<file path="src/rtl/rrac_pkg.sv">
// Package for the range rule avoidance command block: field widths, register
// indexes, reset values, mode codes and the sideband carried down the pipeline.
// No dependencies.
package rrac_pkg;

  localparam int DIST_W  = 16;  // distances, speeds, gain
  localparam int LIMIT_W = 15;  // turn rate limit
  localparam int RATE_W  = 16;  // signed turn rate
  localparam int SUM_W   = DIST_W + 1;          // left + right
  localparam int PROD_W  = 2 * DIST_W;          // gain * |left - right|
  localparam int SCALE_W = 10;                  // width of the mrad scale
  localparam int WIDE_W  = PROD_W + SCALE_W;    // gain * |l - r| * 1000
  localparam int FRAC_W  = 12;                  // Q4.12 fraction bits
  localparam int DIVD_W  = WIDE_W - FRAC_W;     // dividend after dropping fraction
  localparam int QUO_W   = 14;                  // quotient stays below 16000
  localparam int CFG_IDX_W = 3;

  localparam logic [SCALE_W-1:0] STEER_SCALE = SCALE_W'(1000);

  localparam logic [DIST_W-1:0]  RST_STOP   = DIST_W'(500);
  localparam logic [DIST_W-1:0]  RST_AVOID  = DIST_W'(900);
  localparam logic [DIST_W-1:0]  RST_SIDE   = DIST_W'(600);
  localparam logic [DIST_W-1:0]  RST_CRUISE = DIST_W'(200);
  localparam logic [DIST_W-1:0]  RST_CREEP  = DIST_W'(80);
  localparam logic [LIMIT_W-1:0] RST_LIMIT  = LIMIT_W'(600);
  localparam logic [DIST_W-1:0]  RST_GAIN   = DIST_W'(3277);

  typedef enum logic [2:0] {
    MODE_NO_SCAN       = 3'd0,
    MODE_FRONT_UNKNOWN = 3'd1,
    MODE_BLOCKED       = 3'd2,
    MODE_AVOID         = 3'd3,
    MODE_FORWARD       = 3'd4,
    MODE_STEER         = 3'd5
  } mode_t;

  typedef enum logic [CFG_IDX_W-1:0] {
    CFG_STOP   = 3'd0,
    CFG_AVOID  = 3'd1,
    CFG_SIDE   = 3'd2,
    CFG_CRUISE = 3'd3,
    CFG_CREEP  = 3'd4,
    CFG_LIMIT  = 3'd5,
    CFG_GAIN   = 3'd6
  } cfg_idx_t;

  // Per-item decision that rides alongside the steering division.
  typedef struct packed {
    logic [DIST_W-1:0]        speed;
    logic signed [RATE_W-1:0] rate;   // fixed turn for the turning rules
    mode_t                    mode;
    logic                     steer;  // take the rate from the division
    logic                     neg;    // right side clearer: negate steering
  } side_t;

endpackage

</file>
<file path="src/rtl/range_rule_avoidance_command_top.sv">
// Top level of the range rule avoidance command block: rule decision,
// steering product and output register. Depends on rrac_pkg and rrac_steer_div.
//
//   channel  | handshake              | beat
//   ---------+------------------------+-----------------------------------------
//   input    | start high, busy low   | front, left, right, nearest, point count
//   result   | out_valid strobe       | linear speed, angular rate, mode code
//   config   | cfg_we                 | cfg_index, cfg_wdata (16 bit)
//
// Every item passes 18 register stages: one decision stage, two multiply
// stages, fourteen divider stages (one quotient bit each) and the output
// register. A new beat enters every cycle, so busy stays low. Synchronous
// active-low reset clears the valid bits and loads the register reset
// values. The receiver cannot stall, so nothing ever holds: every beat
// drains out in order.
module range_rule_avoidance_command_top
  import rrac_pkg::*;
(
  input  logic                     clk,
  input  logic                     rst_n,
  input  logic                     start,
  output logic                     busy,
  input  logic [DIST_W-1:0]        in_front_mm,
  input  logic [DIST_W-1:0]        in_left_mm,
  input  logic [DIST_W-1:0]        in_right_mm,
  input  logic [DIST_W-1:0]        in_nearest_mm,
  input  logic [DIST_W-1:0]        in_point_count,
  output logic                     out_valid,
  output logic [DIST_W-1:0]        out_linear_speed,
  output logic signed [RATE_W-1:0] out_angular_rate,
  output logic [2:0]               out_mode_code,
  input  logic                     cfg_we,
  input  logic [CFG_IDX_W-1:0]     cfg_index,
  input  logic [DIST_W-1:0]        cfg_wdata
);

  // ---------------------------------------------------------------------------
  // Configuration registers
  // ---------------------------------------------------------------------------
  logic [DIST_W-1:0]  stop_r, avoid_r, side_safe_r, cruise_r, creep_r, gain_r;
  logic [LIMIT_W-1:0] limit_r;

  always_ff @(posedge clk) begin
    if (!rst_n) begin
      stop_r      <= RST_STOP;
      avoid_r     <= RST_AVOID;
      side_safe_r <= RST_SIDE;
      cruise_r    <= RST_CRUISE;
      creep_r     <= RST_CREEP;
      limit_r     <= RST_LIMIT;
      gain_r      <= RST_GAIN;
    end else if (cfg_we) begin
      // Drop writes to the unused index.
      unique case (cfg_idx_t'(cfg_index))
        CFG_STOP:   stop_r      <= cfg_wdata;
        CFG_AVOID:  avoid_r     <= cfg_wdata;
        CFG_SIDE:   side_safe_r <= cfg_wdata;
        CFG_CRUISE: cruise_r    <= cfg_wdata;
        CFG_CREEP:  creep_r     <= cfg_wdata;
        CFG_LIMIT:  limit_r     <= cfg_wdata[LIMIT_W-1:0];
        CFG_GAIN:   gain_r      <= cfg_wdata;
        default: ;
      endcase
    end
  end

  // Every cycle takes a beat.
  assign busy = 1'b0;

  // ---------------------------------------------------------------------------
  // Stage 1: pick the rule, form |left - right| and left + right
  // ---------------------------------------------------------------------------
  logic                     lv, rv, turn_left;
  logic signed [RATE_W-1:0] turn;
  side_t                    s1_side_nxt, s1_side_r;
  logic [DIST_W-1:0]        s1_mag_nxt, s1_mag_r;
  logic [SUM_W-1:0]         s1_sum_nxt, s1_sum_r;
  logic                     s1_vld_r;

  always_comb begin
    lv        = in_left_mm != '0;
    rv        = in_right_mm != '0;
    // Favor the clearer side; fall back to left when neither side is known.
    turn_left = (lv && rv) ? (in_left_mm >= in_right_mm) : (lv || !rv);
    turn      = turn_left ? $signed({1'b0, limit_r}) : -$signed({1'b0, limit_r});

    s1_side_nxt.speed = '0;
    s1_side_nxt.rate  = '0;
    s1_side_nxt.mode  = MODE_NO_SCAN;
    s1_side_nxt.steer = 1'b0;
    s1_side_nxt.neg   = in_left_mm < in_right_mm;

    priority if (in_point_count == '0 || in_nearest_mm == '0) begin
      s1_side_nxt.mode = MODE_NO_SCAN;
    end else if (in_front_mm == '0) begin
      s1_side_nxt.mode = MODE_FRONT_UNKNOWN;
    end else if (in_front_mm < stop_r) begin
      s1_side_nxt.rate = turn;
      s1_side_nxt.mode = MODE_BLOCKED;
    end else if (in_front_mm < avoid_r) begin
      s1_side_nxt.speed = creep_r;
      s1_side_nxt.rate  = turn;
      s1_side_nxt.mode  = MODE_AVOID;
    end else begin
      s1_side_nxt.speed = cruise_r;
      s1_side_nxt.steer = lv && rv;   // one side blind: no steering
      if ((lv && in_left_mm < side_safe_r) || (rv && in_right_mm < side_safe_r)) begin
        s1_side_nxt.mode = MODE_STEER;
      end else begin
        s1_side_nxt.mode = MODE_FORWARD;
      end
    end

    if (in_left_mm < in_right_mm) begin
      s1_mag_nxt = in_right_mm - in_left_mm;
    end else begin
      s1_mag_nxt = in_left_mm - in_right_mm;
    end
    s1_sum_nxt = SUM_W'(in_left_mm) + SUM_W'(in_right_mm);
  end

  // ---------------------------------------------------------------------------
  // Stage 2: gain * |l - r|.  Stage 3: times 1000, drop the Q4.12 fraction.
  // Flooring early is exact: floor(floor(a / 4096) / s) = floor(a / (4096 s)).
  // ---------------------------------------------------------------------------
  side_t             s2_side_r, s3_side_r;
  logic [PROD_W-1:0] s2_prod_r;
  logic [SUM_W-1:0]  s2_sum_r, s3_sum_r;
  logic [WIDE_W-1:0] s3_wide;
  logic [DIVD_W-1:0] s3_x_r;
  logic              s2_vld_r, s3_vld_r;

  assign s3_wide = WIDE_W'(s2_prod_r) * WIDE_W'(STEER_SCALE);

  always_ff @(posedge clk) begin
    if (!rst_n) begin
      s1_vld_r <= 1'b0;
      s2_vld_r <= 1'b0;
      s3_vld_r <= 1'b0;
    end else begin
      s1_vld_r <= start && !busy;
      s2_vld_r <= s1_vld_r;
      s3_vld_r <= s2_vld_r;
    end
  end

  always_ff @(posedge clk) begin
    s1_side_r <= s1_side_nxt;
    s1_mag_r  <= s1_mag_nxt;
    s1_sum_r  <= s1_sum_nxt;
    s2_side_r <= s1_side_r;
    s2_prod_r <= PROD_W'(gain_r) * PROD_W'(s1_mag_r);
    s2_sum_r  <= s1_sum_r;
    s3_side_r <= s2_side_r;
    s3_x_r    <= s3_wide[WIDE_W-1:FRAC_W];
    s3_sum_r  <= s2_sum_r;
  end

  // ---------------------------------------------------------------------------
  // Divider: quotient of the scaled product by left + right
  // ---------------------------------------------------------------------------
  logic             dv_vld;
  logic [QUO_W-1:0] dv_q;
  side_t            dv_side;

  rrac_steer_div u_div (
    .clk       (clk),
    .rst_n     (rst_n),
    .in_valid  (s3_vld_r),
    .in_x      (s3_x_r),
    .in_s      (s3_sum_r),
    .in_side   (s3_side_r),
    .out_valid (dv_vld),
    .out_q     (dv_q),
    .out_side  (dv_side)
  );

  // ---------------------------------------------------------------------------
  // Output stage: clamp and sign the steering, pick the rate, register
  // ---------------------------------------------------------------------------
  logic [LIMIT_W-1:0]       q_clamp;
  logic signed [RATE_W-1:0] rate_nxt;
  logic                     out_vld_r;
  logic [DIST_W-1:0]        out_speed_r;
  logic signed [RATE_W-1:0] out_rate_r;
  mode_t                    out_mode_r;

  always_comb begin
    if (LIMIT_W'(dv_q) > limit_r) begin
      q_clamp = limit_r;
    end else begin
      q_clamp = LIMIT_W'(dv_q);
    end
    if (dv_side.steer) begin
      rate_nxt = dv_side.neg ? -$signed({1'b0, q_clamp}) : $signed({1'b0, q_clamp});
    end else begin
      rate_nxt = dv_side.rate;
    end
  end

  always_ff @(posedge clk) begin
    if (!rst_n) begin
      out_vld_r <= 1'b0;
    end else begin
      out_vld_r <= dv_vld;
    end
  end

  always_ff @(posedge clk) begin
    out_speed_r <= dv_side.speed;
    out_rate_r  <= rate_nxt;
    out_mode_r  <= dv_side.mode;
  end

  assign out_valid        = out_vld_r;
  assign out_linear_speed = out_speed_r;
  assign out_angular_rate = out_rate_r;
  assign out_mode_code    = out_mode_r;

endmodule

</file>
<file path="src/rtl/rrac_steer_div.sv">
// Pipelined restoring divider for the steering term, one quotient bit per stage.
// Depends on rrac_pkg for widths and the sideband struct.
module rrac_steer_div
  import rrac_pkg::*;
(
  input  logic              clk,
  input  logic              rst_n,
  input  logic              in_valid,
  input  logic [DIVD_W-1:0] in_x,
  input  logic [SUM_W-1:0]  in_s,
  input  side_t             in_side,
  output logic              out_valid,
  output logic [QUO_W-1:0]  out_q,
  output side_t             out_side
);

  logic [QUO_W-1:0] vld_r;
  logic [SUM_W-1:0] rem_r  [QUO_W];
  logic [SUM_W-1:0] rem_nxt[QUO_W];
  logic [QUO_W-1:0] xs_r   [QUO_W];
  logic [QUO_W-1:0] quo_r  [QUO_W];
  logic [SUM_W-1:0] sdiv_r [QUO_W];
  side_t            side_r [QUO_W];

  for (genvar k = 0; k < QUO_W; k++) begin : g_stage
    logic             vld_in;
    logic [SUM_W-1:0] rem_in;
    logic [QUO_W-1:0] xs_in;
    logic [QUO_W-1:0] quo_in;
    logic [SUM_W-1:0] sdiv_in;
    side_t            side_in;
    logic [SUM_W:0]   trial;
    logic             fits;

    if (k == 0) begin : g_first
      // Upper dividend bits are already below the divisor.
      assign vld_in  = in_valid;
      assign rem_in  = {1'b0, in_x[DIVD_W-1:QUO_W]};
      assign xs_in   = in_x[QUO_W-1:0];
      assign quo_in  = '0;
      assign sdiv_in = in_s;
      assign side_in = in_side;
    end else begin : g_next
      assign vld_in  = vld_r[k-1];
      assign rem_in  = rem_r[k-1];
      assign xs_in   = xs_r[k-1];
      assign quo_in  = quo_r[k-1];
      assign sdiv_in = sdiv_r[k-1];
      assign side_in = side_r[k-1];
    end

    assign trial = {rem_in, xs_in[QUO_W-1]};
    assign fits  = trial >= {1'b0, sdiv_in};

    always_comb begin
      if (fits) begin
        rem_nxt[k] = SUM_W'(trial - {1'b0, sdiv_in});
      end else begin
        rem_nxt[k] = trial[SUM_W-1:0];
      end
    end

    always_ff @(posedge clk) begin
      if (!rst_n) begin
        vld_r[k] <= 1'b0;
      end else begin
        vld_r[k] <= vld_in;
      end
    end

    always_ff @(posedge clk) begin
      rem_r[k]  <= rem_nxt[k];
      xs_r[k]   <= {xs_in[QUO_W-2:0], 1'b0};
      quo_r[k]  <= {quo_in[QUO_W-2:0], fits};
      sdiv_r[k] <= sdiv_in;
      side_r[k] <= side_in;
    end
  end

  assign out_valid = vld_r[QUO_W-1];
  assign out_q     = quo_r[QUO_W-1];
  assign out_side  = side_r[QUO_W-1];

endmodule
</file>
<file path="config.mk">
export PLATFORM = sky130hd
export DESIGN_NAME = range_rule_avoidance_command_top
export DESIGN_NICKNAME = d
export VERILOG_FILES = /design/src/rtl/rrac_pkg.sv /design/src/rtl/range_rule_avoidance_command_top.sv /design/src/rtl/rrac_steer_div.sv
export SDC_FILE = /design/constraint.sdc
export NUM_CORES = 2
export LEC_CHECK = 0
export BUFFER_PORTS_ARGS = -buffer_cell sky130_fd_sc_hd__buf_2
export CORE_MARGIN = 3
export CORE_UTILIZATION = 45
export CTS_CLUSTER_DIAMETER = 120
export CTS_CLUSTER_SIZE = 28
export DETAILED_ROUTE_END_ITERATION = 10
export PLACE_DENSITY = 0.66
export SYNTH_ARGS = -nofsm -noshare
export SYNTH_HDL_FRONTEND = slang
export SYNTH_HIERARCHICAL = 1
export SYNTH_SLANG_ARGS = --single-unit
</file>
<file path="constraint.sdc">
create_clock -name clk -period 5.7 [get_ports clk]
set_clock_uncertainty 0.2 [all_clocks]
set_input_delay 1.14 -clock clk [delete_from_list [all_inputs] [get_ports clk]]
set_output_delay 1.14 -clock clk [all_outputs]
set_load 0.02 [all_outputs]
</file>
* Word-level counts from Yosys, hierarchy flattened
Memory sizes are Yosys's and may differ from the RTL's. Cells that the tools add are included. Widths: inputs -> output; s select.
Storage, ports and cells: word-level logic and storage cells 153, input bits 103, output and inout bits 37, memories 5, flip-flop bits (word level) 404, memory bits (writable) 1372
Memory list:
- u_div.side_r | depth 14, bits a word 37, rd ports 14, clocked after memory_dff 0, wr ports 14, line rrac_steer_div.sv:23 | side_t side_r [QUO_W];
- u_div.rem_r | depth 14, bits a word 17, rd ports 13, clocked after memory_dff 0, wr ports 14, line rrac_steer_div.sv:18 | logic [SUM_W-1:0] rem_r [QUO_W];
- u_div.sdiv_r | depth 14, bits a word 17, rd ports 13, clocked after memory_dff 0, wr ports 14, line rrac_steer_div.sv:22 | logic [SUM_W-1:0] sdiv_r [QUO_W];
- u_div.quo_r | depth 14, bits a word 14, rd ports 14, clocked after memory_dff 0, wr ports 14, line rrac_steer_div.sv:21 | logic [QUO_W-1:0] quo_r [QUO_W];
- u_div.xs_r | depth 14, bits a word 13, rd ports 13, clocked after memory_dff 0, wr ports 14, line rrac_steer_div.sv:20 | logic [QUO_W-1:0] xs_r [QUO_W];
Cells by class: multipliers 2, order comparisons 21, add/subtract/negate cells 19, reduce and logical (&&, ||, !) cells 23, equal/unequal tests 6, mux-type cells 26
Operators with widths (number):
- $mux 17 | 14
- $sub 17x17->17 | 14
- $ge 18x17->1 | 13
- $mux 16 | 6
- $lt 16x16->1 | 5
- $logic_not 16->1 | 3
- $mul 32x7->39 const B | 1
- $mul 16x16->32 | 1
- $neg 15->16 | 2
- $reduce_bool 16->1 | 2
- $sub 16x16->16 | 2
- $mux 19 | 1
- $add 16x16->17 | 1
- $ge 17x17->1 | 1
- $ge 16x16->1 | 1
- $gt 14x15->1 | 1
- $mux 15 | 1
- $reduce_and 2->1 | 7
- $eq 3x3->1 const B | 3
- $eq 3x2->1 const B | 2
- $reduce_or 4->1 | 1
- $eq 3x1->1 const B | 1
- $logic_and 1x1->1 | 3
- $logic_not 3->1 | 1
- other kinds (6) | 10

* Depth between registers and ports, before layout
depth after elaboration 8, mapped depth 25, depth with buffers taken out 24

* Modules after synthesis
The synthesis kept the hierarchy.
Modules (own cells, without submodules):
- rrac_steer_div | instances 1, area each 37168.1 um^2, sequential area each 23422.5 um^2, cells an instance 3140
- range_rule_avoidance_command_top | instances 1, area each 27812.9 um^2, sequential area each 7787.5 um^2, cells an instance 2871

* Worst setup path before layout
No wires, ideal clock.
kind reg-to-reg, start point register gain_r[6], end point register s2_prod_r[31], period minus slack after synthesis 6.258 ns, cell stages (with the launch flop) 22, data required time 5.428 ns, data arrival time 5.986 ns, buffers on the path 1, library setup time 0.072 ns, setup slack -0.558 ns, path through dfxtp_1 -> clkbuf_1 -> nand2_1 -> fa_1 -> inv_1 -> fa_1 -> fa_1 -> fa_1 -> fa_1 -> inv_1 -> fa_1 -> inv_1 -> ha_1 -> a21o_1 -> a21o_1 -> a221o_1 -> a22oi_1 -> a211o_1 -> a31oi_1 -> a21o_1 -> a21oi_1 -> xnor2_1
On the way: word-level cells in the longest chain between the ends 1
Ends and longest elaborated chain:
- start: declaration | line range_rule_avoidance_command_top.sv:40 | logic [DIST_W-1:0] stop_r, avoid_r, side_safe_r, cruise_r, creep_r, gain_r;
- start signal: assignment | line range_rule_avoidance_command_top.sv:61 | CFG_GAIN: gain_r <= cfg_wdata;
- $mul 16x16->32 | line range_rule_avoidance_command_top.sv:152 | s2_prod_r <= PROD_W'(gain_r) * PROD_W'(s1_mag_r);
- end signal: assignment | line range_rule_avoidance_command_top.sv:152
- end: declaration | line range_rule_avoidance_command_top.sv:127 | logic [PROD_W-1:0] s2_prod_r;
No other way between the ends. A chain may end at the register's enable or synchronous reset.

* Worst setup path after layout
start point register gain_r[12], end point register s2_prod_r[30]
The elaborated chain is that of the path after synthesis.

==> results.md <==
- Core Region: approximately 140000 um^2
- Actual transition at the worst max-transition pin: 1.21 ns
- Clock tree from TritonCTS: yes
- Synthesized area: between 60000 and 70000 um^2
- Number of core rows: roughly 140
- Antenna violations before repair: 2
- Remaining antenna violation count: 0
- Overall via count from detail_route: 40500
- Async set or reset register ratio after synthesis: 0
- Count of hold buffers inserted by post-cts repair: 0
- Headroom to the max-slew limit: 0.190
- Crit path arrival time: roughly 6.5 ns
- First-pass GRT wire length: 205 mm
- Clock-pin transition on the worst setup and hold timing paths: 0.11 ns
- Max Slew Vio Count: 0
- Number of input and output port buffers inserted: between 100 and 150
- Detailed Place HPWL: ~98 mm
- Routed wirelength normalized by instance count: 15.6 um
- GRT overflow: 0
- Unique cell type count in the Yosys netlist: 88
- Height of the die: just under 400 um
- Worst endpoint required time: 6.08 ns
- CTS Root Cell: clkbuf_16
- Die width: ~390 um
- Period minus WS final: between 6 and 7 ns
- Number of violations reported at the end of detailed-routing iteration 0: 2073
- Violations in the final reports: setup timing
- Effective utilization at floorplan: 0.456
- Final clock period utilization by the worst path: 1.08
- Hold Fails Final Rpt: 0
- Final Instance Count excl. Fillers: roughly 8100
- Total routed wirelength: about 130 mm
- Average instance area after synthesis: roughly 11 um^2
- Portion of the post-synthesis area used by sequential elements: 0.480
- Routability-driven placement congestion ratio: about 0.88
- Drt pass-1 iters: 5
- Post-Place Setup Slack: -0.570 ns
- Path class of the lowest-slack min-delay path: reg -> reg
- Number of global-route vias before repair: ~40000
- Yosys Warn Count: 6
- Count of maximum capacitance violations: 0
- Clock latency on the worst-skew pair: approximately 0.71 ns
- Overall track demand over capacity in global routing: 0.170
- Htree depth: 3
- Number of fillers in the final layout: 12900
- Post-synth top area share: 0.480
- Crit-path max FO: 7
- Fraction of final layout cells with drive strength greater than 1: 0.111
- Total negative setup slack: -2.70 ns
- Clock buffers created by TritonCTS: 67
- Final setup violation count: 12
- Signed area change from the synthesized netlist to the final layout: 9.48%
- Top_reg_cell synth: dfxtp_1
- Category of the worst setup path launch point: flop
- Clock Tree Buf Depth: 3
- Post-synthesis instance total: about 6000
- Number of synthesized register bits: 1559
- Placed Cells incl. Taps: around 8000
- Clock Sink Count: around 1600
- Die footprint: around 150000 um^2
- Top-Level Pins: 140
- Final Worst Setup Slack: -0.432 ns
- Vias per cell: 4.98
- Outcome: finished with violations
- Net total in the final layout: 7213
- Number of remaining DRC errors: 0
- Critical path start-end classification: reg -> reg
- Yosys top cell by area: dfxtp_1
- Post-Syn Nets: ~7000
- Count of flip-flops with a built-in enable after synthesis: 0
- Top cells by area, synth: dfxtp_1 (48%), ha_1 (11%), fa_1 (10%)
- Setup repair after global routing missed its margin: true
- Highest Clock Rate: 0.163 GHz
- Crit path capture type: flop
- Maximum number of pins on one net before global-route repair: 70
-- layout make-up --
| class | instances | area, um^2 | share of cell area |
|---|---|---|---|
| flip-flops and latches | 1559 | 31300 | 0.440 |
| multi-input cells | 3632 | 31100 | 0.437 |
| inverters | 686 | 2570 | 0.0362 |
| well taps | 1890 | 2360 | 0.0332 |
| repair buffers | 289 | 1910 | 0.0268 |
| clock buffers | 69 | 1730 | 0.0243 |
| clock inverters | 11 | 218 | 0.00306 |
| diodes | 2 | 5.00 | 0.0000703 |
-- worst paths after layout --
| check | start | to | slack [ns] | cells past startpoint |
|---|---|---|---|---|
| max | gain_r[12] | s2_prod_r[30] | -0.43 | 22 |
| min | u_div/side_r[0][2] | u_div/side_r[0][39] | 0.10 | 0 |
| max reg2reg | gain_r[12] | s2_prod_r[30] | -0.43 | 22 |
| min reg2reg | u_div/side_r[0][2] | u_div/side_r[0][39] | 0.10 | 0 |
-- kinds of logic (layout without fill, tap and decap cells) --
family                     count (synthesis)  in the layout  synth area share
DFF                                     1559           1559             0.480
and+or+nand+nor                         1279           1279            0.0944
AOI/OAI and AO/OA                       1008           1008             0.101
adders and majority gates                875            875             0.206
buffers and inverters                    820           1055            0.0486
xor gates and xnor gates                 287            287            0.0387
muxes                                    182            182            0.0311
other                                      1              3         0.0000577
-- registers in the layout (all words and copies together) (netlist names), 30 cells and up --
signal	cells
s1_side_r	37
s2_prod_r	32
s2_side_r	37
s3_side_r	37
s3_x_r	30
u_div/quo_r	105
u_div/rem_r	221
u_div/sdiv_r	221
u_div/side_r	518
u_div/xs_r	91
-- cell usage after synthesis (all sizes together), types with 14 or more instances --
master,number
and3,24
nand2b,40
nand4,57
xor2,92
a21oi,284
o21a,37
ha,548
o21bai,41
o211ai,33
nor4,35
nand2,496
nor2,252
dfxtp,1559
or3,19
mux2,136
clkbuf,108
mux2i,46
nand3,67
and2,144
a31oi,34
xnor2,195
a211oi,22
a21o,155
fa,327
o31ai,15
inv,685
o2111ai,14
a21boi,92
nor3,56
buf,26
nor2b,53
o21ai,193
-- worst max-delay path, cell delays in order (launching register included) --
cell and delay [ns]:
dfxtp_4 0.39, and2_1 0.16, fa_1 0.53, inv_1 0.05, fa_1 0.47, inv_1 0.06, fa_2 0.58, fa_2 0.46
fa_1 0.49, inv_1 0.05, fa_1 0.49, inv_2 0.05, ha_4 0.27, and4_4 0.23, and4_4 0.21, nand2_1 0.05
nand4b_1 0.20, nand3_2 0.14, o311a_1 0.21, a31oi_2 0.10, a211o_1 0.33, mux2i_1 0.15, o2111ai_1 0.12
-- routing by layer --
layer | share of wire | up-vias | global-route usage
met5 | 0 | - | 0
met4 | 0.021 | 0 | 0.0409
met3 | 0.039 | 160 | 0.0236
met2 | 0.49 | 712 | 0.294
met1 | 0.45 | 19400 | 0.225
li1 | - | 20200 | -
-- what timing repair did --
action | in CTS | in global routing
endpoints found under the setup margin | 15 | 18
resized for setup | 83 | 37
pin swaps | 69 | 35
buffers inserted | 17 | 8
-- cell usage in the layout (no fill, tap or decap), drive strengths merged, types with 7 or more instances in the layout --
master,instances
nor4,35
nor2b,53
nand2b,40
ha,548
o31ai,15
inv,689
a21oi,284
nand2,496
fa,327
mux2,136
o21ai,193
o21a,37
a211o,10
and4,11
o2111ai,14
a2111oi,8
a31o,7
a211oi,22
a21o,155
nand3,67
and3,24
or3,19
nor3,56
nand4,57
a31oi,34
xnor2,195
a21boi,92
mux2i,46
o211ai,33
o21bai,41
dfxtp,1559
xor2,92
nor2,252
or2,8
buf,289
clkbuf,69
and2,144
-- stage by stage --
stage / cell area (um^2) / hold slack [ns] / utilization
6_report: 71100 / 0.104 / 0.499
5_1_grt: 71100 / 0.128 / 0.499
3_3_place_gp: 68600 / 0.110 / 0.482
4_1_cts: 71000 / 0.116 / 0.498
2_1_floorplan: 65400 / 0.110 / -
3_5_place_dp: 68600 / 0.112 / 0.482
Power is left out: the tool's default activity adds up to more than one toggle a clock period on the data nets, which glitch-free logic cannot reach.
